**src/sv/infix_to_postfix_converter_macros.svh**
```systemverilog
// Assertion macros shared by the converter RTL.
`ifndef INFIX_TO_POSTFIX_CONVERTER_MACROS_SVH
`define INFIX_TO_POSTFIX_CONVERTER_MACROS_SVH

`ifndef SYNTHESIS
`define ITP_ASSERT(lbl, clk, rst, prop) \
  lbl: assert property (@(posedge clk) disable iff (rst) prop) \
    else $error("itp: assertion failed");
`define ITP_NEVER(lbl, clk, rst, expr) \
  lbl: assert property (@(posedge clk) disable iff (rst) !(expr)) \
    else $error("itp: forbidden condition seen");
`else
`define ITP_ASSERT(lbl, clk, rst, prop)
`define ITP_NEVER(lbl, clk, rst, expr)
`endif

`endif

```
**src/sv/itp_pkg.sv**
```systemverilog
package itp_pkg;

  localparam int STACK_DEPTH_DEFAULT = 32;
  localparam int QUEUE_DEPTH = 4;

  // input token kinds
  localparam logic [2:0] TK_NUMBER   = 3'd0;
  localparam logic [2:0] TK_FUNCTION = 3'd1;
  localparam logic [2:0] TK_OPEN     = 3'd2;
  localparam logic [2:0] TK_CLOSE    = 3'd3;
  localparam logic [2:0] TK_OPERATOR = 3'd4;
  localparam logic [2:0] TK_END      = 3'd5;

  // operator codes
  localparam logic [2:0] OP_PLUS   = 3'd0;
  localparam logic [2:0] OP_MINUS  = 3'd1;
  localparam logic [2:0] OP_MODULO = 3'd4;
  localparam logic [2:0] OP_POWER  = 3'd5;

  // stack entry codes: 0..5 operator, 6 paren, functions 8..15 (bit 3 set)
  localparam logic [3:0] ENTRY_PAREN = 4'd6;

  typedef enum logic [1:0] {
    KIND_NUMBER   = 2'd0,
    KIND_OPERATOR = 2'd1,
    KIND_FUNCTION = 2'd2,
    KIND_OVERFLOW = 2'd3
  } out_kind_t;

  typedef enum logic [2:0] {
    CMD_NUMBER,
    CMD_PUSH,
    CMD_CLOSE,
    CMD_OPER,
    CMD_END
  } cmd_t;

  typedef enum logic [1:0] {
    S_IDLE,
    S_DISPATCH,
    S_TOP,
    S_FINISH
  } back_state_t;

  typedef struct packed {
    cmd_t        cmd;
    logic [3:0]  entry;
    logic [31:0] num;
  } qitem_t;

  typedef struct packed {
    out_kind_t   kind;
    logic [2:0]  op;
    logic [2:0]  fn;
    logic [31:0] num;
  } res_t;

  function automatic logic [1:0] prec_of(input logic [3:0] entry);
    logic [1:0] p;
    if (entry <= {1'b0, OP_MINUS}) p = 2'd1;
    else if (entry <= {1'b0, OP_MODULO}) p = 2'd2;
    else if (entry == {1'b0, OP_POWER}) p = 2'd3;
    else p = 2'd0;
    return p;
  endfunction

  function automatic res_t entry_result(input logic [3:0] entry);
    res_t r;
    r = '0;
    if (entry[3]) begin
      r.kind = KIND_FUNCTION;
      r.fn   = entry[2:0];
    end else begin
      r.kind = KIND_OPERATOR;
      r.op   = entry[2:0];
    end
    return r;
  endfunction

endpackage

```
**src/sv/itp_in_if.sv**
```systemverilog
interface itp_in_if;
  logic        valid;
  logic        ready;
  logic [2:0]  token_kind;
  logic [2:0]  operator_code;
  logic [2:0]  function_code;
  logic [31:0] number_handle;

  modport source (
    output valid, token_kind, operator_code, function_code, number_handle,
    input  ready
  );
  modport sink (
    input  valid, token_kind, operator_code, function_code, number_handle,
    output ready
  );
endinterface

```
**src/sv/itp_out_if.sv**
```systemverilog
interface itp_out_if;
  logic        valid;
  logic        ready;
  logic [1:0]  out_kind;
  logic [2:0]  out_operator;
  logic [2:0]  out_function;
  logic [31:0] out_number;
  logic        last_of_run;

  modport source (
    output valid, out_kind, out_operator, out_function, out_number, last_of_run,
    input  ready
  );
  modport sink (
    input  valid, out_kind, out_operator, out_function, out_number, last_of_run,
    output ready
  );
endinterface

```
**src/sv/infix_to_postfix_converter.sv**
```systemverilog
// Channel   Dir  Fields
// tokens    in   token_kind, operator_code, function_code, number_handle
// postfix   out  out_kind, out_operator, out_function, out_number, last_of_run
//
// A token goes through S_IDLE, S_DISPATCH, one S_TOP step per stack entry it
// examines, and S_FINISH; one registered stack read per cycle when not stalled.
// Reset is synchronous: it clears the stack count and queue; stack contents
// are not cleared and need no sweep.
// A 4-beat queue lets tokens keep arriving while postfix is stalled.
// Unrecognized tokens are taken and dropped by the front end.
module infix_to_postfix_converter #(
  parameter int STACK_DEPTH = itp_pkg::STACK_DEPTH_DEFAULT
) (
  input logic       clk,
  input logic       rst,
  itp_in_if.sink    tokens,
  itp_out_if.source postfix
);
  import itp_pkg::*;

  logic   q_push;
  logic   q_full;
  logic   q_valid;
  logic   q_pop;
  qitem_t q_wr_item;
  qitem_t q_rd_item;

  itp_front u_front (
    .tokens (tokens),
    .q_full (q_full),
    .push   (q_push),
    .item   (q_wr_item)
  );

  itp_queue u_queue (
    .clk     (clk),
    .rst     (rst),
    .push    (q_push),
    .wr_item (q_wr_item),
    .full    (q_full),
    .q_valid (q_valid),
    .pop     (q_pop),
    .rd_item (q_rd_item)
  );

  itp_back #(
    .STACK_DEPTH (STACK_DEPTH)
  ) u_back (
    .clk     (clk),
    .rst     (rst),
    .q_valid (q_valid),
    .q_item  (q_rd_item),
    .q_pop   (q_pop),
    .postfix (postfix)
  );

endmodule

```
**src/sv/itp_front.sv**
```systemverilog
module itp_front (
  itp_in_if.sink         tokens,
  input  logic           q_full,
  output logic           push,
  output itp_pkg::qitem_t item
);
  import itp_pkg::*;

  logic keep;

  always_comb begin
    item.cmd   = CMD_NUMBER;
    item.entry = '0;
    item.num   = tokens.number_handle;
    keep       = 1'b0;
    unique case (tokens.token_kind)
      TK_NUMBER: begin
        keep = 1'b1;
      end
      TK_FUNCTION: begin
        keep       = 1'b1;
        item.cmd   = CMD_PUSH;
        item.entry = {1'b1, tokens.function_code};
      end
      TK_OPEN: begin
        keep       = 1'b1;
        item.cmd   = CMD_PUSH;
        item.entry = ENTRY_PAREN;
      end
      TK_CLOSE: begin
        keep     = 1'b1;
        item.cmd = CMD_CLOSE;
      end
      TK_OPERATOR: begin
        keep       = (tokens.operator_code <= OP_POWER);
        item.cmd   = CMD_OPER;
        item.entry = {1'b0, tokens.operator_code};
      end
      TK_END: begin
        keep     = 1'b1;
        item.cmd = CMD_END;
      end
      default: begin
        keep = 1'b0;
      end
    endcase
  end

  // ignored tokens are taken and dropped here
  assign tokens.ready = !q_full;
  assign push         = tokens.valid && !q_full && keep;

endmodule

```
**src/sv/itp_queue.sv**
```systemverilog
`include "infix_to_postfix_converter_macros.svh"

module itp_queue (
  input  logic            clk,
  input  logic            rst,
  input  logic            push,
  input  itp_pkg::qitem_t wr_item,
  output logic            full,
  output logic            q_valid,
  input  logic            pop,
  output itp_pkg::qitem_t rd_item
);
  import itp_pkg::*;

  localparam int QAW = $clog2(QUEUE_DEPTH);

  qitem_t          slots [QUEUE_DEPTH];
  logic [QAW-1:0]  wr_ptr;
  logic [QAW-1:0]  rd_ptr;
  logic [QAW:0]    fill;

  assign full    = (fill == (QAW+1)'(QUEUE_DEPTH));
  assign q_valid = (fill != '0);
  assign rd_item = slots[rd_ptr];

  always_ff @(posedge clk) begin
    if (rst) begin
      wr_ptr <= '0;
      rd_ptr <= '0;
      fill   <= '0;
    end else begin
      if (push) wr_ptr <= wr_ptr + QAW'(1);
      if (pop) rd_ptr <= rd_ptr + QAW'(1);
      fill <= fill + (QAW+1)'(push) - (QAW+1)'(pop);
    end
  end

  always_ff @(posedge clk) begin
    if (push) slots[wr_ptr] <= wr_item;
  end

  `ITP_NEVER(a_fill_range, clk, rst, fill > (QAW+1)'(QUEUE_DEPTH))
  `ITP_NEVER(a_push_full, clk, rst, push && full)
  `ITP_NEVER(a_pop_empty, clk, rst, pop && !q_valid)

endmodule

```
**src/sv/itp_back.sv**
```systemverilog
`include "infix_to_postfix_converter_macros.svh"

module itp_back #(
  parameter int STACK_DEPTH = itp_pkg::STACK_DEPTH_DEFAULT
) (
  input  logic            clk,
  input  logic            rst,
  input  logic            q_valid,
  input  itp_pkg::qitem_t q_item,
  output logic            q_pop,
  itp_out_if.source       postfix
);
  import itp_pkg::*;

  localparam int CW = $clog2(STACK_DEPTH + 1);
  localparam int IW = $clog2(STACK_DEPTH);

  typedef struct packed {
    logic emit;
    res_t res;
    logic pop;
    logic push;
    logic rd_en;
    logic done;
    logic set_after;
  } act_t;

  back_state_t    state;
  back_state_t    state_next;
  qitem_t         cur;
  logic [CW-1:0]  count;
  logic [CW-1:0]  count_next;
  logic           after_paren;
  logic [3:0]     stack_mem [STACK_DEPTH];
  logic [3:0]     rd;
  res_t           pend;
  logic           pend_valid;
  res_t           out_res;
  logic           out_last;
  logic           out_valid;

  act_t           act;
  logic           go;
  logic           out_free;
  logic           slot_ok;
  logic           fin_flush;
  logic           load_out;
  logic           full;
  logic           count_one;
  logic           t_paren;
  logic [CW-1:0]  cm1;
  logic [CW-1:0]  cm2;
  logic [IW-1:0]  rd_addr;
  logic [IW-1:0]  wr_addr;

  assign out_free  = !out_valid || postfix.ready;
  assign slot_ok   = !pend_valid || out_free;
  assign full      = (count == CW'(STACK_DEPTH));
  assign count_one = (count == CW'(1));
  assign t_paren   = (rd == ENTRY_PAREN);
  assign cm1       = count - CW'(1);
  assign cm2       = count - CW'(2);

  // action decode
  always_comb begin
    act = '0;
    unique case (state)
      S_DISPATCH: begin
        unique case (cur.cmd)
          CMD_NUMBER: begin
            act.emit     = 1'b1;
            act.res.kind = KIND_NUMBER;
            act.res.num  = cur.num;
            act.done     = 1'b1;
          end
          CMD_PUSH: begin
            if (full) begin
              act.emit     = 1'b1;
              act.res.kind = KIND_OVERFLOW;
            end else begin
              act.push = 1'b1;
            end
            act.done = 1'b1;
          end
          CMD_OPER: begin
            if (count == '0) begin
              act.push = 1'b1;
              act.done = 1'b1;
            end else begin
              act.rd_en = 1'b1;
            end
          end
          default: begin
            if (count == '0) act.done = 1'b1;
            else act.rd_en = 1'b1;
          end
        endcase
      end
      S_TOP: begin
        unique case (cur.cmd)
          CMD_CLOSE: begin
            if (after_paren) begin
              if (rd[3]) begin
                act.emit = 1'b1;
                act.res  = entry_result(rd);
                act.pop  = 1'b1;
              end
              act.done = 1'b1;
            end else begin
              act.pop = 1'b1;
              if (!t_paren) begin
                act.emit = 1'b1;
                act.res  = entry_result(rd);
              end else begin
                act.set_after = !count_one;
              end
              act.done  = count_one;
              act.rd_en = !count_one;
            end
          end
          CMD_OPER: begin
            if (t_paren || (prec_of(rd) < prec_of(cur.entry))) begin
              if (full) begin
                act.emit     = 1'b1;
                act.res.kind = KIND_OVERFLOW;
              end else begin
                act.push = 1'b1;
              end
              act.done = 1'b1;
            end else begin
              act.emit  = 1'b1;
              act.res   = entry_result(rd);
              act.pop   = 1'b1;
              // last entry popped: the operator takes its place
              act.push  = count_one;
              act.done  = count_one;
              act.rd_en = !count_one;
            end
          end
          CMD_END: begin
            act.emit  = !t_paren;
            act.res   = entry_result(rd);
            act.pop   = 1'b1;
            act.done  = count_one;
            act.rd_en = !count_one;
          end
          default: begin
            act.done = 1'b1;
          end
        endcase
      end
      default: begin
        act = '0;
      end
    endcase
  end

  assign go        = !(act.emit && !slot_ok);
  assign fin_flush = (state == S_FINISH) && pend_valid && out_free;
  assign load_out  = (go && act.emit && pend_valid) || fin_flush;
  assign q_pop     = (state == S_IDLE) && q_valid;
  assign count_next = count + CW'(act.push) - CW'(act.pop);
  assign rd_addr   = (state == S_DISPATCH) ? cm1[IW-1:0] : cm2[IW-1:0];
  assign wr_addr   = act.pop ? cm1[IW-1:0] : count[IW-1:0];

  always_comb begin
    state_next = state;
    unique case (state)
      S_IDLE: begin
        if (q_valid) state_next = S_DISPATCH;
      end
      S_DISPATCH, S_TOP: begin
        if (go) state_next = act.done ? S_FINISH : S_TOP;
      end
      S_FINISH: begin
        if (slot_ok) state_next = S_IDLE;
      end
      default: begin
        state_next = S_IDLE;
      end
    endcase
  end

  always_ff @(posedge clk) begin
    if (rst) begin
      state       <= S_IDLE;
      count       <= '0;
      after_paren <= 1'b0;
      pend_valid  <= 1'b0;
      out_valid   <= 1'b0;
    end else begin
      state <= state_next;
      if (go) count <= count_next;
      if (q_pop) after_paren <= 1'b0;
      else if (go && act.set_after) after_paren <= 1'b1;
      if (go && act.emit) pend_valid <= 1'b1;
      else if (fin_flush) pend_valid <= 1'b0;
      if (load_out) out_valid <= 1'b1;
      else if (postfix.ready) out_valid <= 1'b0;
    end
  end

  always_ff @(posedge clk) begin
    if (q_pop) cur <= q_item;
    if (go && act.emit) pend <= act.res;
    if (load_out) begin
      out_res  <= pend;
      out_last <= fin_flush;
    end
  end

  always_ff @(posedge clk) begin
    if (go && act.push) stack_mem[wr_addr] <= cur.entry;
    if (go && act.rd_en) rd <= stack_mem[rd_addr];
  end

  assign postfix.valid        = out_valid;
  assign postfix.out_kind     = out_res.kind;
  assign postfix.out_operator = out_res.op;
  assign postfix.out_function = out_res.fn;
  assign postfix.out_number   = out_res.num;
  assign postfix.last_of_run  = out_last;

  `ITP_NEVER(a_count_range, clk, rst, count > CW'(STACK_DEPTH))
  `ITP_ASSERT(a_count_step, clk, rst, 1'b1 |=> (count == $past(count) || count == $past(count) + CW'(1) || count == $past(count) - CW'(1)))
  `ITP_NEVER(a_idle_flushed, clk, rst, state == S_IDLE && pend_valid)
  `ITP_NEVER(a_after_close, clk, rst, after_paren && cur.cmd != CMD_CLOSE)

endmodule
```
**src/flat_wrapper.sv**
```systemverilog
// flat-port wrapper written by rule: the top's interface ports become plain ports
module infix_to_postfix_converter_flat import itp_pkg::*;
#(
  parameter int STACK_DEPTH = itp_pkg::STACK_DEPTH_DEFAULT
)
  (clk, rst, tokens_valid, tokens_token_kind, tokens_operator_code, tokens_function_code, tokens_number_handle, tokens_ready, postfix_valid, postfix_out_kind, postfix_out_operator, postfix_out_function, postfix_out_number, postfix_last_of_run, postfix_ready);
  itp_in_if tokens_i ();
  itp_out_if postfix_i ();
  input logic clk;
  input logic rst;
  input wire logic [$bits(tokens_i.valid)-1:0] tokens_valid;
  input wire logic [$bits(tokens_i.token_kind)-1:0] tokens_token_kind;
  input wire logic [$bits(tokens_i.operator_code)-1:0] tokens_operator_code;
  input wire logic [$bits(tokens_i.function_code)-1:0] tokens_function_code;
  input wire logic [$bits(tokens_i.number_handle)-1:0] tokens_number_handle;
  output wire logic [$bits(tokens_i.ready)-1:0] tokens_ready;
  output wire logic [$bits(postfix_i.valid)-1:0] postfix_valid;
  output wire logic [$bits(postfix_i.out_kind)-1:0] postfix_out_kind;
  output wire logic [$bits(postfix_i.out_operator)-1:0] postfix_out_operator;
  output wire logic [$bits(postfix_i.out_function)-1:0] postfix_out_function;
  output wire logic [$bits(postfix_i.out_number)-1:0] postfix_out_number;
  output wire logic [$bits(postfix_i.last_of_run)-1:0] postfix_last_of_run;
  input wire logic [$bits(postfix_i.ready)-1:0] postfix_ready;
  assign tokens_i.valid = tokens_valid;
  assign tokens_i.token_kind = tokens_token_kind;
  assign tokens_i.operator_code = tokens_operator_code;
  assign tokens_i.function_code = tokens_function_code;
  assign tokens_i.number_handle = tokens_number_handle;
  assign tokens_ready = tokens_i.ready;
  assign postfix_valid = postfix_i.valid;
  assign postfix_out_kind = postfix_i.out_kind;
  assign postfix_out_operator = postfix_i.out_operator;
  assign postfix_out_function = postfix_i.out_function;
  assign postfix_out_number = postfix_i.out_number;
  assign postfix_last_of_run = postfix_i.last_of_run;
  assign postfix_i.ready = postfix_ready;
  infix_to_postfix_converter #(.STACK_DEPTH(STACK_DEPTH)) u_core (.clk(clk), .rst(rst), .tokens(tokens_i), .postfix(postfix_i));
endmodule
```
**config.mk**
```make
export PLATFORM = sky130hd
export DESIGN_NAME = infix_to_postfix_converter_flat
export DESIGN_NICKNAME = d
export VERILOG_FILES = /design/src/sv/itp_pkg.sv /design/src/sv/itp_in_if.sv /design/src/sv/itp_out_if.sv /design/src/sv/infix_to_postfix_converter.sv /design/src/sv/itp_front.sv /design/src/sv/itp_queue.sv /design/src/sv/itp_back.sv /design/src/flat_wrapper.sv
export VERILOG_INCLUDE_DIRS = /design/src /design/src/sv
export SDC_FILE = /design/constraint.sdc
export NUM_CORES = 1
export LEC_CHECK = 0
export BUFFER_PORTS_ARGS = -buffer_cell sky130_fd_sc_hd__buf_4
export CAP_MARGIN = 20
export CORE_MARGIN = 5
export CORE_UTILIZATION = 40
export DETAILED_ROUTE_END_ITERATION = 10
export PLACE_DENSITY = 0.55
export SLEW_MARGIN = 20
export SYNTH_ARGS = -nofsm -noshare
export SYNTH_HDL_FRONTEND = slang
export SYNTH_SLANG_ARGS = --single-unit
```
**constraint.sdc**
```tcl
create_clock -name clk -period 7.38 [get_ports clk]
set_input_delay 0.369 -clock clk [delete_from_list [all_inputs] [get_ports clk]]
set_output_delay 0.369 -clock clk [all_outputs]
set_load 0.05 [all_outputs]
```
==> key figures, run 1 <==
GRT
  • Global-route wire length before repair: 52.3 mm
  • Number of global-route vias before repair: 8,875
  • Largest net degree at the start of global routing: between 40 and 50
  • Initial antenna violation count: 0
  • Top Usage Layer GRT: met2
  • GRT overflow: 0
  • Met3 Usage GRT: 3.95%
  • GRT met1 Usage: 18.2%
  • Global Route met2 Usage: 24.9%
  • Total Routing Usage GR: 14.6%

Synth
  • YS warnings: 0
  • Seq/Total Area, Yosys: about three quarters
  • Syn_nets: 1,037
  • Yosys top cell by area: edfxtp_1
  • Syn Std Cell Area: 0.0169 mm2
  • Post-synth top flop: edfxtp_1
  • Synth cell types: 62
  • Fraction of registers with async set/reset: 0%
  • Synthesized instance count: 966
  • Number of synthesized flops with an enable pin: roughly 400
  • Mean area per synthesized cell: 17.5 um2
  • Yosys reg bits: 426
  • Top post-synthesis cells by area: edfxtp_1 (73%), mux4_2 (7.9%), dfxtp_1 (2.1%), ha_1 (1.8%), nor2_1 (1.7%)
  • Synth top area share: 72.5%

Hold path
  • Class of the worst hold path: in2reg
  • Hold Crit Depth: 2
  • Endpoint of the worst hold path: u_core.u_queue.fill[1]
  • HP Start: rst

STA
  • Fin. Hold Viols: 0
  • Count of final setup violators: 0
  • Max-slew violations: 0
  • Post-route setup slack: between 3000 and 4000 ps
  • Max transition margin: 47.1%
  • Fin Clk Skew: approximately 18 ps
  • Slew @ Worst Pin: 787 ps
  • Min Tclk post-route: 3740 ps
  • Achievable clock frequency: 267 MHz
  • Unrepaired setup endpoints after global routing: no
  • TNS Setup: 0 ps
  • Period utilization: 50.7%

Worst setup path
  • Sequence of cells on the critical path: buf_4 > xor2_1 > nand2b_1 > ha_1 > nor2_1 > nor2_1 > o211a_1 > o21ai_1 > inv_2 > ha_1 > inv_1 > ha_1 > fa_1 > a21oi_1 > nor2_1 > nor2_1 > xnor2_1 > nand2_1 > a21oi_1
  • R2R Path End: u_core.u_back.count[4]
  • Crit path max fanout: 34
  • Top cell by count, worst path: nor2_1
  • Startpoint Class: register
  • Worst path slowest cell: fa_1
  • CP delay by family, top: adder cells
  • Reg2reg start: u_core.u_back.cur[34]
  • Setup CP Type: reg2reg
  • CP required: 7890 ps
  • Max incr delay on CP: 430 ps
  • Worst R2R Setup Slack: between 3000 and 4000 ps
  • CP endpoint kind: register
  • Reg2Reg Depth: 19
  • Crit path DAT: 4250 ps
  • Worst Path Buf+Inv: 3

Floorplanning
  • Initial core utilization: about two fifths
  • Core Footprint: between 0.04 and 0.05 mm2
  • Rows: 75
  • Die X: approximately 220 um
  • Top Ports: 88
  • Die Span Y: 215 um
  • Die footprint: about 0.046 mm2

Drt
  • DRC Markers: 0
  • WL per Instance: 19.9 um
  • Routed vias: 8,572
  • Total routed wirelength: 33.6 mm
  • DRT antenna net count: 0
  • 1st-pass router iterations: 4
  • Vias per cell: between 5 and 6
  • DRT iter0 DRCs: 411

Layout
  • Core Util, Final: between 40% and 50%
  • P&R area growth vs syn: 17.9%
  • Antenna diodes: 0
  • Commonest non-fill, non-tap cell in the layout: edfxtp_1
  • Most frequent cells in the layout: edfxtp_1 (408), buf_4 (105), nor2_1 (77)
  • Fraction of layout cells with a size suffix above 1: 21.1%
  • Nets: about 1,200

Power
  • Leakage: 6.82 nW
  • Peak supply drop: 203 uV
  • Power per Cell Area: 354 mW/mm2

Clock network
  • CTS clk-pin slew, worst paths: 70 ps
  • Longest Clk Path Bufs: 3
  • Root Driver: clkbuf_16
  • CTS tree: yes
  • CTS Sinks: between 400 and 500
  • Post-CTS sizing: 0
  • Htree depth: 2
  • Post-CTS Setup Repair Bufs: 0
  • Worst-Skew Late Latency: between 500 and 600 ps
  • Total CTS buffers: 44

Placement
  • GP Congestion: between 0.8 and 0.9
  • Post-DP HPWL: about 21 mm
  • Port Buffers: 87
  • Post-place setup slack: 3650 ps

Flow run
  • Max cap viols: 0

Outcome
  • Status: finished, final reports clean
repair_timing:
| item | 4_1_cts | 5_1_grt |
|---|---|---|
| endpoints found under the setup margin | 0 | 0 |
| endpoints found under the hold margin | 128 | 0 |
| hold buffers | 32 | 0 |
logic make-up (layout without fill, tap and decap cells):
| family | after synthesis | in the layout | share of synthesized area (%) |
|---|---|---|---|
| DFF | 426 | 426 | 74.7 |
| adders and majority gates | 26 | 26 | 2.02 |
| muxes | 79 | 79 | 9.06 |
| buffers and inverters | 58 | 238 | 1.49 |
| and+or+nand+nor | 256 | 256 | 7.31 |
| AOI/OAI and AO/OA | 103 | 103 | 4.35 |
| xor gates and xnor gates | 18 | 18 | 1.09 |
flip-flops by register name, summed over array words and instances, names as in the netlist, 4 cells and up:
| register | flops |
|---|---|
| u_core.u_back.stack_mem | 128 |
| u_core.u_queue.slots | 156 |
| u_core.u_back.postfix.out_number | 32 |
| u_core.u_back.rd | 4 |
| u_core.u_back.pend | 40 |
| u_core.u_back.cur | 39 |
| u_core.u_back.count | 6 |
Yosys cell counts, types with 2 or more instances:
master / count
a21boi_0: 3
inv_1: 20
buf_2: 9
a21oi_1: 21
nand3b_1: 2
a32oi_1: 10
o2111ai_1: 2
and3b_1: 2
buf_1: 7
nor2b_1: 10
xnor2_1: 13
mux2i_1: 19
and3_1: 8
nand3_1: 20
ha_1: 24
and4_1: 2
o211ai_1: 3
nor3b_1: 3
clkbuf_1: 16
o31ai_1: 4
o211a_1: 10
fa_1: 2
buf_4: 4
nor2_1: 78
mux4_2: 59
o22ai_1: 8
nand2_1: 69
and2_1: 41
a22o_1: 2
o21a_1: 5
xor2_1: 3
nor3_1: 7
edfxtp_1: 408
a211oi_1: 2
nand2b_1: 7
o32ai_1: 2
dfxtp_1: 18
o21ai_0: 16
o21ai_1: 4
layer usage:
layer / part of all wire (%) / vias to the layer above
li1: - / 4046
met1: 42 / 4342
met2: 50 / 144
met3: 5.5 / 40
met4: 2.1 / 0
met5: 0 / -
power by group:
| group | total, mW | internal, mW | switching [mW] |
|---|---|---|---|
| registers | 3.17 | 3.04 | 0.129 |
| clock network | 2.11 | 1.23 | 0.877 |
| logic | 1.77 | 0.717 | 1.06 |
through the flow:
stage	power [mW]	instance area, um2	std cells	hold slack, ps
final	7.05	19900	1685	128
after global routing	7.44	19900	1685	128
after CTS	7.14	19900	1685	97.8
after detailed placement	5.00	18200	1573	405
after global placement	4.99	18200	1573	401
after floorplan	4.47	16900	966	400
worst max path at each step:
stage                                from  depth (start not counted)                      to  slack, ps
CTS                 u_core.u_back.cur[34]                         19  u_core.u_back.count[4]       3630
finish              u_core.u_back.cur[34]                         19  u_core.u_back.count[4]       3640
detailed placement  u_core.u_back.cur[33]                         19  u_core.u_back.count[4]       3650
global route        u_core.u_back.cur[34]                         19  u_core.u_back.count[4]       3150
floorplan           u_core.u_back.cur[34]                         10   u_core.u_back.pend[0]       3080
global placement    u_core.u_back.cur[33]                         19  u_core.u_back.count[4]       3680
final cells by class:
type                            instances  area [um2]
Inverter                               21        78.8
Tap cell                              539         674
Clock buffer                           60        1180
Multi-Input combinational cell        482        4060
Clock inverter                         20         200
Timing Repair Buffer                  137        1110
Sequential cell                       426       12600
Fill cell                            3549       21900
Power figures use the tool's default switching activity.
==> inputs of run 2 (changes only) <==
--- a/config.mk
+++ b/config.mk
@@ -11,7 +11,7 @@
 export CORE_MARGIN = 5
 export CORE_UTILIZATION = 40
 export DETAILED_ROUTE_END_ITERATION = 10
-export PLACE_DENSITY = 0.55
+export PLACE_DENSITY = 0.57
 export SLEW_MARGIN = 20
 export SYNTH_ARGS = -nofsm -noshare
 export SYNTH_HDL_FRONTEND = slang
==> constraint.sdc (replaced) <==
create_clock -name clk -period 3.42 [get_ports clk]
set_input_delay 0.171 -clock clk [delete_from_list [all_inputs] [get_ports clk]]
set_output_delay 0.171 -clock clk [all_outputs]
set_load 0.05 [all_outputs]
==> key figures, run 2 (same netlist as run 1, synthesis figures left out) <==
Placement
  • Post-DP HPWL: 21.7 mm (+3.7%)
  • Port Buffers: 87 (unchanged)
  • GP Congestion: 0.824 (-1.4%)
  • Placed cell area: 0.0185 mm2 (+1.6%)

STA
  • Min Tclk post-route: 3150 ps (-589 ps)
  • Max-slew violations: 0 (unchanged)
  • WHS: 48.1 ps (-79.6 ps)
  • Count of final setup violators: 0 (unchanged)
  • Max transition margin: 46.6% (-0.50 points)
  • Unrepaired setup endpoints after global routing: no
  • Slew @ Worst Pin: 795 ps (+7.82 ps)
  • Period utilization: 92.2% (+41 points)
  • Fin Clk Skew: 27.2 ps (+9.19 ps)
  • Achievable clock frequency: 317 MHz (+19%)
  • Fin. Hold Viols: 0 (unchanged)
  • TNS Setup: 0 ps (unchanged)

Floorplanning
  • Die X: 215 um (unchanged)
  • Core Footprint: 0.0419 mm2 (unchanged)
  • Top Ports: 88 (unchanged)
  • Rows: 75 (unchanged)
  • Initial core utilization: 40.3% (unchanged)
  • Die Span Y: 215 um (unchanged)
  • Die footprint: 0.0464 mm2 (unchanged)

Hold path
  • HP Start: tokens_operator_code[1]
  • Class of the worst hold path: in2reg

Clock network
  • Post-CTS Setup Repair Bufs: 0 (unchanged)
  • Total CTS buffers: 45 (+2.3%)
  • CTS clk-pin slew, worst paths: 60 ps (about the same)
  • CTS tree: yes
  • Htree depth: 2 (unchanged)
  • Longest Clk Path Bufs: 3 (unchanged)
  • CTS Sinks: 426 (unchanged)
  • Root Driver: clkbuf_16
  • Worst-Skew Late Latency: 580 ps (about the same)

Drt
  • Vias per cell: 5.15 (+1.1%)
  • 1st-pass router iterations: 5 (+1)
  • DRT iter0 DRCs: 681 (+66%)
  • WL per Instance: 19.9 um (-0.15%)
  • DRT antenna net count: 0 (unchanged)
  • DRC Markers: 0 (unchanged)
  • Total routed wirelength: 34.2 mm (+1.7%)
  • Routed vias: 8,835 (+3.1%)

Layout
  • Max reg flops: 156 (unchanged)
  • Fillers: 3,542 (-0.20%)
  • P&R area growth vs syn: 20.9%
  • Largest registers: u_core.u_queue.slots: 156 flops, u_core.u_back.stack_mem: 128 flops, u_core.u_back.pend: 40 flops
  • Fraction of layout cells with a size suffix above 1: 24.4% (+3.2 points)
  • Most frequent cells in the layout: edfxtp_1 (408), buf_4 (120), nor2_1 (77)
  • Antenna diodes: 0 (unchanged)
  • Post-route cell area: 0.0204 mm2 (+2.5%)
  • Most flops, register: u_core.u_queue.slots
  • Commonest non-fill, non-tap cell in the layout: edfxtp_1
  • Nets: 1,212 (+2.5%)

Worst setup path
  • Worst path slowest cell: edfxtp_1
  • Setup CP Type: reg2reg
  • CP endpoint kind: register
  • Crit path max fanout: 5 (-85%)
  • Max incr delay on CP: 390 ps (-40 ps)
  • Startpoint Class: register
  • Reg2reg start: u_core.u_back.rd[2]
  • Worst R2R Setup Slack: 270 ps (-3370 ps)
  • Worst Path Buf+Inv: 3 (unchanged)
  • CP required: 3920 ps (-3970 ps)
  • CP delay by family, top: adder cells
  • Crit path DAT: 3660 ps (-590 ps)
  • Sequence of cells on the critical path: buf_4 > nor2b_1 > o311ai_2 > a31oi_2 > mux2i_2 > nand2_1 > inv_1 > ha_1 > inv_1 > ha_1 > fa_2 > a21oi_1 > nor2_1 > nor2_1 > xnor2_1 > nand2_1 > a21oi_1
  • Critical Path Source: u_core.u_back.rd[2]

GRT
  • GRT overflow: 0 (unchanged)
  • Global-route wire length before repair: 54.0 mm (+3.2%)
  • Number of global-route vias before repair: 9,104 (+2.6%)
  • Total Routing Usage GR: 14.8% (+0.27 points)
  • Largest net degree at the start of global routing: 43 (-4.4%)
  • Initial antenna violation count: 0 (unchanged)

Flow run
  • Max cap viols: 0 (unchanged)

Outcome
  • Status: finished, final reports clean

Power
  • Leakage: 7.07 nW (+3.7%)
  • Power per Cell Area: 783 mW/mm2 (+120%)
  • Peak supply drop: 498 uV (+150%)
run 2: changes by cell type in the layout (fill, tap and decap cells not counted), sizes merged:
cell         previous run  this run
buf                   105       129
clkbuf                 60        51
clkinv                 16        24
bufinv                  3         7
dlygate4sd3            32        36
inv                    21        23
clkinvlp                1         0
run 2: tightest hold or removal path: stages:
cell	delay (ps)
buf_4	100
nand2_1	40
o21ai_0	160
run 2: where the power goes:
part	switching (mW)	internal, mW
sequential	0.271	6.55
combinational	2.39	1.78
clock	2.02	2.97
total	4.69	11.3
run 2: layer usage:
layer / vias to the layer above / track usage [%] / part of all wire [%]
li1: 4108 / - / -
met1: 4453 / 21.3 / 46
met2: 226 / 23.5 / 47
met3: 48 / 3.00 / 5.3
met4: 0 / 3.63 / 2.0
met5: - / 0 / 0
run 2: timing repair:
action                                  4_1_cts  5_1_grt
endpoints found under the setup margin        0        2
endpoints found under the hold margin       149        0
hold buffers                                 36        0
resized for setup                             0        8
run 2: final timing paths:
kind,end,cells after the start
min,u_core.u_queue.slots[3][33],3
max reg2reg,u_core.u_back.count[4],17
min reg2reg,u_core.u_back.postfix.out_number[31],0
max,u_core.u_back.count[4],17
run 2: cell type report:
| cell class | count | area, um2 | area share (%) |
|---|---|---|---|
| Sequential cell | 426 | 12600 | 61.8 |
| Multi-Input combinational cell | 482 | 4080 | 20.0 |
| Timing Repair Buffer | 165 | 1440 | 7.06 |
| Clock buffer | 51 | 1150 | 5.62 |
| Tap cell | 539 | 674 | 3.30 |
| Clock inverter | 33 | 385 | 1.89 |
| Inverter | 21 | 78.8 | 0.386 |
run 2: through the flow:
| stage | setup WS [ps] | instances | total power [mW] | util [%] |
|---|---|---|---|---|
| 6_report | 267 | 1717 | 16.0 | 48.8 |
| 5_1_grt | 14.8 | 1717 | 16.8 | 48.8 |
| 4_1_cts | 186 | 1717 | 16.2 | 48.7 |
| 3_5_place_dp | 186 | 1597 | 11.1 | 44.2 |
| 3_3_place_gp | 218 | 1597 | 11.0 | 44.2 |
| 2_1_floorplan | 6.47 | 966 | 9.64 | - |
==> inputs of run 3 (changes only) <==
==> constraint.sdc (replaced) <==
create_clock -name clk -period 2.6 [get_ports clk]
set_input_delay 0.13 -clock clk [delete_from_list [all_inputs] [get_ports clk]]
set_output_delay 0.13 -clock clk [all_outputs]
set_load 0.05 [all_outputs]
==> key figures, run 3 (same netlist as run 1, synthesis figures left out) <==
Worst setup path
  • Crit path DAT: 3540 ps (-120 ps)
  • Worst path slowest cell: o311ai_2
  • Sequence of cells on the critical path: buf_4 > o311ai_2 > a31oi_4 > mux2i_2 > nand2_1 > inv_2 > ha_4 > inv_4 > ha_4 > fa_2 > buf_4 > buf_4 > buf_6 > xnor2_2 > nand2_1 > a21oi_1
  • Setup CP Type: reg2reg
  • Worst Path Buf+Inv: 6 (+3)
  • Startpoint Class: register
  • Max incr delay on CP: 480 ps (+90 ps)
  • Worst R2R Setup Slack: -440 ps (-710 ps)
  • CP endpoint kind: register
  • CP delay by family, top: adder cells
  • Crit path max fanout: 6 (+1)
  • Top cell by count, worst path: buf_4
  • CP required: 3100 ps (-820 ps)

Layout
  • Nets: 1,358 (+12%)
  • Most frequent cells in the layout: edfxtp_1 (408), buf_4 (211), mux4_2 (59)
  • P&R area growth vs syn: 34.3%
  • Max reg flops: 156 (unchanged)
  • Fraction of layout cells with a size suffix above 1: 40.7% (+16 points)
  • Post-route cell area: 0.0227 mm2 (+11%)
  • Antenna diodes: 0 (unchanged)
  • Most flops, register: u_core.u_queue.slots
  • Commonest non-fill, non-tap cell in the layout: edfxtp_1
  • Largest registers: u_core.u_queue.slots: 156 flops, u_core.u_back.stack_mem: 128 flops, u_core.u_back.pend: 40 flops

STA
  • Unrepaired setup endpoints after global routing: yes
  • Fin. Hold Viols: 0 (unchanged)
  • Max transition margin: 55.5% (+8.9 points)
  • Min Tclk post-route: 3040 ps (-112 ps)
  • Period utilization: 117% (+25 points)
  • Fin Clk Skew: 26.9 ps (-0.323 ps)
  • Max-slew violations: 0 (unchanged)
  • Slew @ Worst Pin: 667 ps (-128 ps)
  • Post-route setup slack: -441 ps (-708 ps)
  • Achievable clock frequency: 329 MHz (+3.7%)
  • Count of final setup violators: 212 (+212)

Floorplanning
  • Die footprint: 0.0464 mm2 (unchanged)
  • Core Footprint: 0.0419 mm2 (unchanged)
  • Die X: 215 um (unchanged)
  • Top Ports: 88 (unchanged)
  • Rows: 75 (unchanged)
  • Die Span Y: 215 um (unchanged)
  • Initial core utilization: 40.3% (unchanged)

Clock network
  • Longest Clk Path Bufs: 3 (unchanged)
  • CTS clk-pin slew, worst paths: 60 ps (about the same)
  • CTS tree: yes
  • Root Driver: clkbuf_16
  • Worst-Skew Late Latency: 570 ps (about the same)
  • CTS Sinks: 426 (unchanged)
  • Htree depth: 2 (unchanged)
  • Total CTS buffers: 45 (unchanged)

Drt
  • 1st-pass router iterations: 4 (-1)
  • Vias per cell: 5.12 (-0.54%)
  • DRT iter0 DRCs: 523 (-23%)
  • Routed vias: 9,504 (+7.6%)
  • WL per Instance: 20.8 um (+4.7%)
  • DRT antenna net count: 0 (unchanged)
  • DRC Markers: 0 (unchanged)
  • Total routed wirelength: 38.7 mm (+13%)

Power
  • Peak supply drop: 614 uV (+23%)
  • Tot Pwr: 22.9 mW (+43%)
  • Power per Cell Area: 1010 mW/mm2 (+29%)
  • Leakage: 7.97 nW (+13%)

Placement
  • Placed cell area: 0.0194 mm2 (+5.0%)
  • Port Buffers: 87 (unchanged)
  • GP Congestion: 0.802 (-2.7%)
  • Post-DP HPWL: 23.5 mm (+8.5%)

GRT
  • Global-route wire length before repair: 59.2 mm (+9.8%)
  • Initial antenna violation count: 0 (unchanged)
  • GRT overflow: 0 (unchanged)
  • Largest net degree at the start of global routing: 43 (unchanged)
  • Number of global-route vias before repair: 10,103 (+11%)
  • Total Routing Usage GR: 16.5% (+1.6 points)

Outcome
  • Failing checks: setup timing
  • Status: complete, but fails checks

Flow run
  • Max cap viols: 0 (unchanged)

Hold path
  • Class of the worst hold path: in2reg
-- run 3: timing repair --
| action | CTS | global route |
|---|---|---|
| gates cloned | 8 | 4 |
| gates resized for setup | 117 | 46 |
| pin swaps | 66 | 40 |
| buffers inserted | 31 | 24 |
| hold buffers | 37 | 0 |
| endpoints found under the hold margin | 157 | 0 |
| endpoints found under the setup margin | 187 | 226 |
-- run 3: metal layers --
layer | track usage (%) | part of all wire [%] | vias up
met5 | 0 | 0 | -
li1 | - | - | 4395
met4 | 4.31 | 2.3 | 0
met1 | 21.7 | 43 | 4849
met3 | 2.94 | 3.9 | 61
met2 | 28.5 | 51 | 199
-- run 3: layout make-up --
cell class,instances,area [um2]
Clock buffer,58,1200
Tap cell,539,674
Clock inverter,20,140
Inverter,21,81.3
Fill cell,3316,19200
Multi-Input combinational cell,482,4900
Timing Repair Buffer,311,3080
Sequential cell,426,12600
-- run 3: final timing paths --
| kind | startpoint | end | depth (start not counted) |
|---|---|---|---|
| worst max-delay path | u_core.u_back.rd[1] | u_core.u_back.count[2] | 16 |
| worst min-delay path | tokens_token_kind[1] | u_core.u_queue.slots[3][32] | 2 |
| worst max register to register | u_core.u_back.rd[1] | u_core.u_back.count[2] | 16 |
| worst min register to register | u_core.u_back.pend[30] | u_core.u_back.postfix.out_number[30] | 0 |
-- run 3: metrics by stage --
step | utilization (%) | TNS (ps) | worst slack (ps) | cells | hold slack [ps]
after floorplan | - | -71560 | -657 | 966 | 229
after global placement | 46.4 | -34260 | -426 | 1682 | 332
after detailed placement | 46.4 | -40040 | -453 | 1682 | 334
after CTS | 53.1 | -34820 | -382 | 1833 | 6.95
after global routing | 54.2 | -45090 | -587 | 1857 | 8.76
final | 54.2 | -17400 | -441 | 1857 | 34.1
-- run 3: where the power goes --
group	switching, mW	internal [mW]	total [mW]
Sequential	0.203	8.62	8.82
Clock	2.55	3.34	5.89
Combinational	4.21	3.98	8.19
Total	6.96	15.9	22.9
